**src/sv/clope_pkg.sv**
```systemverilog
// Package: shared widths, kind codes, command/status structs and the 2^-2^-(j+1) table.
package clope_pkg;

  localparam int KIND_W   = 2;
  localparam int ITEM_W   = 12;
  localparam int REP_W    = 16;
  localparam int QV_W     = 48;
  localparam int WID_W    = 13;
  localparam int TXN_W    = 16;
  localparam int TOT_W    = 32;
  localparam int PEND_W   = 13;

  localparam logic [REP_W-1:0]  REP_RESET = 16'd4096;
  localparam logic [PEND_W-1:0] PEND_MAX  = 13'd8191;
  localparam logic [QV_W-1:0]   Q48_MAX   = {QV_W{1'b1}};

  localparam logic [KIND_W-1:0] KIND_QUERY  = 2'd0;
  localparam logic [KIND_W-1:0] KIND_ADD    = 2'd1;
  localparam logic [KIND_W-1:0] KIND_REMOVE = 2'd2;
  localparam logic [KIND_W-1:0] KIND_SKIP   = 2'd3;

  typedef enum logic [4:0] {
    ST_CLEAR,
    ST_IDLE,
    ST_READ,
    ST_UPDATE,
    ST_TXN,
    ST_PMUL,
    ST_PCLAMP,
    ST_LOGINIT,
    ST_LOGSQ,
    ST_EMUL,
    ST_EXPSTEP,
    ST_QA,
    ST_QB,
    ST_QC,
    ST_SHIFT,
    ST_FINISH
  } state_t;

  typedef struct packed {
    logic clr_wr;
    logic accept_ok;
    logic rd;
    logic upd;
    logic txn;
    logic pmul;
    logic pclamp;
    logic loginit;
    logic logsq;
    logic emul;
    logic expstep;
    logic qa;
    logic qb;
    logic qc;
    logic shift;
    logic out_load;
    logic cnt_clr;
    logic cnt_inc;
  } cmd_t;

  typedef struct packed {
    logic clr_done;
    logic iter_done;
    logic req_skip;
    logic item_last;
    logic out_free;
  } status_t;

  typedef logic [15:0][31:0] tk_tab_t;

  function automatic logic [63:0] isqrt64(input logic [63:0] n_in);
    logic [63:0] n;
    logic [63:0] res;
    logic [63:0] bitv;
    n    = n_in;
    res  = 64'd0;
    bitv = 64'd1 << 62;
    while (bitv > n) bitv = bitv >> 2;
    while (bitv != 64'd0) begin
      if (n >= res + bitv) begin
        n   = n - (res + bitv);
        res = (res >> 1) + bitv;
      end else begin
        res = res >> 1;
      end
      bitv = bitv >> 2;
    end
    return res;
  endfunction

  // Entry j holds 2^-(2^-(j+1)) in Q0.32.
  function automatic tk_tab_t make_tk();
    tk_tab_t     tab;
    logic [63:0] t;
    t = isqrt64(64'd1 << 63);
    for (int j = 0; j < 16; j++) begin
      tab[j] = t[31:0];
      t = isqrt64(t << 32);
    end
    return tab;
  endfunction

  localparam tk_tab_t TK = make_tk();

endpackage

```
**src/sv/clope_ctrl.sv**
```systemverilog
// Controller: sequences clear pass, per-item counter update and the quality steps.
module clope_ctrl (
  input  logic                clk,
  input  logic                rst,
  input  logic                req_valid,
  input  clope_pkg::status_t  status,
  output clope_pkg::cmd_t     cmd
);

  clope_pkg::state_t state, state_next;

  always_ff @(posedge clk) begin
    if (rst) begin
      state <= clope_pkg::ST_CLEAR;
    end else begin
      state <= state_next;
    end
  end

  always_comb begin
    state_next = state;
    unique case (state)
      clope_pkg::ST_CLEAR:   if (status.clr_done) state_next = clope_pkg::ST_IDLE;
      clope_pkg::ST_IDLE:    if (req_valid && !status.req_skip) state_next = clope_pkg::ST_READ;
      clope_pkg::ST_READ:    state_next = clope_pkg::ST_UPDATE;
      clope_pkg::ST_UPDATE: begin
        state_next = status.item_last ? clope_pkg::ST_TXN : clope_pkg::ST_IDLE;
      end
      clope_pkg::ST_TXN:     state_next = clope_pkg::ST_PMUL;
      clope_pkg::ST_PMUL:    state_next = clope_pkg::ST_PCLAMP;
      clope_pkg::ST_PCLAMP:  state_next = clope_pkg::ST_LOGINIT;
      clope_pkg::ST_LOGINIT: state_next = clope_pkg::ST_LOGSQ;
      clope_pkg::ST_LOGSQ:   if (status.iter_done) state_next = clope_pkg::ST_EMUL;
      clope_pkg::ST_EMUL:    state_next = clope_pkg::ST_EXPSTEP;
      clope_pkg::ST_EXPSTEP: if (status.iter_done) state_next = clope_pkg::ST_QA;
      clope_pkg::ST_QA:      state_next = clope_pkg::ST_QB;
      clope_pkg::ST_QB:      state_next = clope_pkg::ST_QC;
      clope_pkg::ST_QC:      state_next = clope_pkg::ST_SHIFT;
      clope_pkg::ST_SHIFT:   state_next = clope_pkg::ST_FINISH;
      clope_pkg::ST_FINISH:  if (status.out_free) state_next = clope_pkg::ST_IDLE;
      default:               state_next = clope_pkg::ST_IDLE;
    endcase
  end

  always_comb begin
    cmd = '0;
    unique case (state)
      clope_pkg::ST_CLEAR: begin
        cmd.clr_wr  = 1'b1;
        cmd.cnt_inc = 1'b1;
      end
      clope_pkg::ST_IDLE:    cmd.accept_ok = 1'b1;
      clope_pkg::ST_READ:    cmd.rd = 1'b1;
      clope_pkg::ST_UPDATE:  cmd.upd = 1'b1;
      clope_pkg::ST_TXN:     cmd.txn = 1'b1;
      clope_pkg::ST_PMUL:    cmd.pmul = 1'b1;
      clope_pkg::ST_PCLAMP:  cmd.pclamp = 1'b1;
      clope_pkg::ST_LOGINIT: begin
        cmd.loginit = 1'b1;
        cmd.cnt_clr = 1'b1;
      end
      clope_pkg::ST_LOGSQ: begin
        cmd.logsq   = 1'b1;
        cmd.cnt_inc = 1'b1;
      end
      clope_pkg::ST_EMUL: begin
        cmd.emul    = 1'b1;
        cmd.cnt_clr = 1'b1;
      end
      clope_pkg::ST_EXPSTEP: begin
        cmd.expstep = 1'b1;
        cmd.cnt_inc = 1'b1;
      end
      clope_pkg::ST_QA:      cmd.qa = 1'b1;
      clope_pkg::ST_QB:      cmd.qb = 1'b1;
      clope_pkg::ST_QC:      cmd.qc = 1'b1;
      clope_pkg::ST_SHIFT:   cmd.shift = 1'b1;
      clope_pkg::ST_FINISH:  cmd.out_load = status.out_free;
      default:               cmd = '0;
    endcase
  end

endmodule

```
**config.mk**
```make
export PLATFORM = sky130hd
export DESIGN_NAME = clope_ctrl
export DESIGN_NICKNAME = d
export VERILOG_FILES = /design/src/sv/clope_pkg.sv /design/src/sv/clope_ctrl.sv
export SDC_FILE = /design/constraint.sdc
export NUM_CORES = 1
export LEC_CHECK = 0
export ABC_AREA = 0
export ABC_CLOCK_PERIOD_IN_PS = 3350
export BUFFER_PORTS_ARGS = -buffer_cell sky130_fd_sc_hd__buf_2
export CORE_AREA = 2 2 39 41
export DETAILED_ROUTE_END_ITERATION = 10
export DIE_AREA = 0 0 41 43
export GPL_TIMING_DRIVEN = 0
export PLACE_DENSITY = 0.68
export RECOVER_POWER = 25
export SYNTH_ARGS = -nofsm -noshare
export SYNTH_HDL_FRONTEND = slang
export SYNTH_SLANG_ARGS = --single-unit
```
**constraint.sdc**
```tcl
create_clock -name clk -period 3.35 [get_ports clk]
set_input_delay 0.1675 -clock clk [delete_from_list [all_inputs] [get_ports clk]]
set_output_delay 0.1675 -clock clk [all_outputs]
set_load 0.1 [all_outputs]
```
==> impl_metrics.env, run 1 <==
export IMPL_synthAdderAreaFrac_pct=10.4
export IMPL_status="finished, final reports clean"
export IMPL_tightest_slew_ns=1.17
export IMPL_synth_largest_area_cell="dfxtp_1"
export IMPL_slowest_delay_ns=0.86
export IMPL_top_regs="state: 4 flops"
export IMPL_layout_drive_gt1_share_pct=33.0
export IMPL_holdCritPathClass="input pin to flop"
export IMPL_cts_buffers=3
export IMPL_crit_path_cell_trace="inv_1, ha_1, and2_1, clkbuf_1"
export IMPL_worstSkewPairLatency_ns=0.23
export IMPL_ys_seq_elements=4
export IMPL_layout_setup_ws_ns=1.18
export IMPL_drv_slew=0
export IMPL_synth_mux_area_share_pct=0
export IMPL_drtIter0Drc=2
export IMPL_port_buffers=25
export IMPL_hold_violations=0
export IMPL_first_pass_iters=4
export IMPL_routed_via_count=522
export IMPL_finalCritPeriodShare_pct=64.8
export IMPL_cap_viol_max_count=0
export IMPL_rsz0062_at_grt="false"
export IMPL_drc=0
export IMPL_cts_hold_buf=0
export IMPL_cts_resized=0
export IMPL_grt_max_degree=11
export IMPL_cts_tree="done"
export IMPL_mostFrequentLayoutCells="buf_2 (24), and2_1 (11), inv_1 (5)"
export IMPL_wirelength_um=1230
export IMPL_postLayoutCoreUtil_pct=45.6
export IMPL_vias_per_cell=4.88
export IMPL_synth_distinct_cells=27
export IMPL_cts_sinks=4
export IMPL_synth_seq_area_share_pct=16.7
export IMPL_fin_crit_ns=2.17
export IMPL_overflow=0
export IMPL_cts_max_level=1
export IMPL_slew_headroom_pct=22.5
export IMPL_fin_cells=107
export IMPL_layout_nets=105
export IMPL_clockBufferDepth=2
export IMPL_row_count=14
export IMPL_cp_num_buf_inv=2
export IMPL_slowest_stage="clkbuf_1"
export IMPL_max_freq_ghz=0.460
export IMPL_postCtsSetupRepairBufs=0
export IMPL_cp_data_required_time_ns=3.18
export IMPL_dp_cells=104
export IMPL_synthToLayoutAreaGrowth_pct=31.6
export IMPL_dp_hpwl_um=949
export IMPL_mappedNetlistNets=75
export IMPL_clk_pin_slew_ns=0.04
export IMPL_synth_top_family_by_area="simple AND/OR/NAND/NOR gates"
export IMPL_synth_compound_area_share_pct=25.8
export IMPL_die_area_um2=1760
export IMPL_die_height_um=43
export IMPL_top_register="state"
export IMPL_grt_usage_pct=15.9
export IMPL_grt_first_pass_wirelength_um=1950
export IMPL_initial_core_util_pct=34.6
export IMPL_setup_tns_ns=0
export IMPL_ant_nets=0
export IMPL_antenna_found_initial=0
export IMPL_antenna_cells=0
export IMPL_wl_per_cell_um=11.5
export IMPL_grt_pass1_vias=471
export IMPL_syn_area_um2=479
export IMPL_synthSimpleGateAreaFrac_pct=41.0
export IMPL_crit_family="buffers and inverters"
export IMPL_pre_cts_ws_ns=1.66
export IMPL_critPathLaunchType="flop"
export IMPL_globalplace_congestion=0.745
export IMPL_die_x_um=41
export IMPL_crit_type="flop to output port"
export IMPL_finalClockSkew_ns=0.00170
export IMPL_final_common_cell="buf_2"
export IMPL_critical_path_endpoint_type="output port"
export IMPL_io_pins=26
export IMPL_setup_viol=0
export IMPL_coreArea_um2=1380
export IMPL_arrival_ns=2.00
export IMPL_largest_reg_flops=4
export IMPL_cp_max_fo=8
export IMPL_synth_cells=63
export IMPL_syn_avg_cell_area_um2=7.61
export IMPL_yosysWarningCount=0
export IMPL_cts_root_buf="clkbuf_4"
export IMPL_synth_top_area_share_pct=16.7
export IMPL_synthTopCellsByArea="dfxtp_1 (17%), and2_1 (14%), ha_1 (10%)"
export IMPL_synth_xor_area_share_pct=0
==> cells by family after synthesis <==
family / Yosys count
AOI/OAI and AO/OA: 16
DFF: 4
buffers and inverters: 7
and+or+nand+nor: 32
adders and majority gates: 4
==> synth_stat cells (all sizes together) <==
cell,n
dfxtp,4
o21ba,1
nor2b,3
a31oi,3
nand3,2
nor3,2
o21bai,1
a21oi,3
nand2,1
and3,3
and2,11
nor4b,1
nor2,4
a21o,1
o21ai,3
nand3b,1
a211oi,1
ha,4
or4b,1
nand2b,3
a2bb2oi,1
o31ai,1
o41ai,1
inv,5
buf,2
==> cell type report <==
| type | count | area, µm² |
|---|---|---|
| timing repair buffer | 25 | 121 |
| sequential | 4 | 80.1 |
| inverter | 5 | 18.8 |
| clock buffer | 3 | 22.5 |
| multi-input combinational | 52 | 358 |
| tap | 16 | 20.0 |
| fill | 160 | 753 |
| buffer | 2 | 10.0 |
==> worst paths after layout <==
kind	depth (start not counted)	start	slack [ns]	to
worst max-delay path	4	state[1]$_SDFFE_PP0P_	1.18	cmd[8]
worst min-delay path	2	rst	0.15	state[0]$_SDFFE_PP0P_
worst max register to register	6	state[0]$_SDFFE_PP0P_	1.55	state[3]$_SDFFE_PP0P_
worst min register to register	2	state[0]$_SDFFE_PP0P_	0.60	state[0]$_SDFFE_PP0P_
==> stage by stage <==
stage	hold slack (ns)	cell area [µm²]
CTS	0.133	647
detailed placement	0.387	624
floorplan	0.232	479
global route	0.142	631
global placement	0.386	624
finish	0.148	631
==> metal layers <==
| layer | track usage, % | vias to the layer above | part of all wire, % |
|---|---|---|---|
| li1 | - | 277 | - |
| met1 | 19.7 | 230 | 49 |
| met2 | 24.1 | 15 | 46 |
| met3 | 3.66 | 0 | 4.5 |
| met4 | 8.67 | 0 | 0 |
| met5 | 0 | - | 0 |
Power of run 1 is not shown: default switching activity piles up to over one toggle a cycle in this logic, so the estimate is an artifact.
==> run 2: changes to the inputs <==
Settings changed: ABC_CLOCK_PERIOD_IN_PS 3350 to 1810, PLACE_DENSITY 0.68 to 0.7.
Clock period 3.35 ns to 1.81 ns, I/O delays scaled along.
==> run 2 against run 1 <==
  * Sequential cell count unchanged
  * Non-clock buffer count did not move
  * Design area grew 9.5%
  * Register-to-register slack lost 1.4 ns
  * Critical path depth unchanged
  * Core utilization increased by 4.3 points
  * Global-route usage fell by 0.25 points
  * Worst hold slack worse by 0.070 ns
  * First-iteration DRC count grew to 3.5 times the previous value
  * Setup slack got worse by 1.1 ns
  * Largest cell class unchanged
  * Highest routed layer unchanged
==> impl_metrics.env, run 2 (synthesis gave the netlist of run 1 again) <==
export IMPL_first_pass_iters=2
export IMPL_synthToLayoutAreaGrowth_pct=44.1
export IMPL_port_buffers=25
export IMPL_grt_first_pass_wirelength_um=1980
export IMPL_fill_cells=151
export IMPL_max_freq_ghz=0.579
export IMPL_clockBufferDepth=2
export IMPL_tightest_slew_ns=0.540
export IMPL_cts_root_buf="clkbuf_4"
export IMPL_globalplace_congestion=0.743
export IMPL_r2r_setup_slack_ns=0.13
export IMPL_worstSkewPairLatency_ns=0.23
export IMPL_vias_per_cell=5.04
export IMPL_die_x_um=41
export IMPL_slowest_stage="dfxtp_1"
export IMPL_top_regs="state: 4 flops"
export IMPL_rr_worst_depth=6
export IMPL_dp_cells=104
export IMPL_hp_start="rst"
export IMPL_grt_pass1_vias=451
export IMPL_rsz0062_at_grt="false"
export IMPL_place_area_um2=641
export IMPL_coreArea_um2=1380
export IMPL_cp_data_required_time_ns=1.72
export IMPL_cts_tree="done"
export IMPL_largest_reg_flops=4
export IMPL_hold_violations=0
export IMPL_final_area_um2=691
export IMPL_clk_pin_slew_ns=0.04
export IMPL_status="finished, final reports clean"
export IMPL_arrival_ns=1.64
export IMPL_grt_max_degree=11
export IMPL_wl_per_cell_um=11.8
export IMPL_finalCritPeriodShare_pct=95.5
export IMPL_critPathLaunchType="flop"
export IMPL_setup_viol=0
export IMPL_cts_max_level=1
export IMPL_grt_usage_pct=15.6
export IMPL_overflow=0
export IMPL_holdCritPathClass="input pin to flop"
export IMPL_top_register="state"
export IMPL_slowest_delay_ns=0.41
export IMPL_cp_num_buf_inv=2
export IMPL_cts_sinks=4
export IMPL_slew_headroom_pct=64.1
export IMPL_crit_type="flop to output port"
export IMPL_mostFrequentLayoutCells="buf_2 (16), and2_1 (9), clkbuf_4 (8), inv_1 (5)"
export IMPL_crit_family="buffers and inverters"
export IMPL_row_count=14
export IMPL_ant_nets=0
export IMPL_hold_depth=2
export IMPL_drtIter0Drc=7
export IMPL_fin_cells=107
export IMPL_drv_slew=0
export IMPL_layout_drive_gt1_share_pct=45.1
export IMPL_drc=0
export IMPL_r2r_start="state[0]$_SDFFE_PP0P_"
export IMPL_critical_path_endpoint_type="output port"
export IMPL_cts_hold_buf=0
export IMPL_cp_startpoint="state[2]$_SDFFE_PP0P_"
export IMPL_initial_core_util_pct=34.6
export IMPL_io_pins=26
export IMPL_cap_viol_max_count=0
export IMPL_wirelength_um=1260
export IMPL_dp_hpwl_um=955
export IMPL_antenna_found_initial=0
export IMPL_crit_path_cell_trace="buf_2, nor2b_1, and2_1, clkbuf_4"
export IMPL_layout_nets=105
export IMPL_antenna_cells=0
export IMPL_die_area_um2=1760
export IMPL_routed_via_count=539
export IMPL_die_height_um=43
export IMPL_cts_buffers=3
export IMPL_path_depth=4
export IMPL_postCtsSetupRepairBufs=0
export IMPL_cp_max_fo=10
export IMPL_finalClockSkew_ns=0.00107
export IMPL_final_common_cell="buf_2"
export IMPL_fin_crit_ns=1.73
==> run 2: worst register-to-register path: stages, from the launching register on <==
cell and delay, ns:
dfxtp_1 0.38, inv_1 0.08, ha_1 0.31, nor4b_2 0.21, a31oi_2 0.28, and2_1 0.21, a31oi_1 0.08
==> run 2: repair_timing <==
action                                  CTS  global route
endpoints found under the setup margin    2             8
endpoints found under the hold margin     0             0
resized for setup                         2             9
==> run 2: worst paths after layout <==
| path | endpoint |
|---|---|
| setup / recovery | cmd[13] |
| setup reg to reg | state[3]$_SDFFE_PP0P_ |
| hold / removal | state[0]$_SDFFE_PP0P_ |
| hold reg to reg | state[0]$_SDFFE_PP0P_ |
==> run 2: layer usage <==
layer  GRT usage [%]  vias to the layer above  wire length, µm
li1                -                      278                -
met1            21.4                      244              603
met2            22.8                       17              568
met3            2.09                        0               87
met4            8.00                        0                0
met5               0                        -                0
==> run 2: area by class of cell <==
class	instances	area [µm²]	area share, %
plain buffers	2	10.0	1.45
clock buffers	3	22.5	3.26
inverters	5	18.8	2.72
multi-input cells	52	387	56.0
flip-flops and latches	4	80.1	11.6
well taps	16	20.0	2.90
repair buffers	25	153	22.1
==> run 2: per-stage QoR <==
stage	utilization, %	setup WS (ns)	hold slack (ns)	TNS, ns
2_1_floorplan	-	-0.185	0.155	-0.185
5_1_grt	49.9	0.00895	0.0738	0
6_report	49.9	0.0815	0.0778	0
4_1_cts	48.3	0.00550	0.0668	0
3_5_place_dp	46.3	0.137	0.317	0
3_3_place_gp	46.3	0.165	0.308	0
Power of run 2 is left out for the same reason.
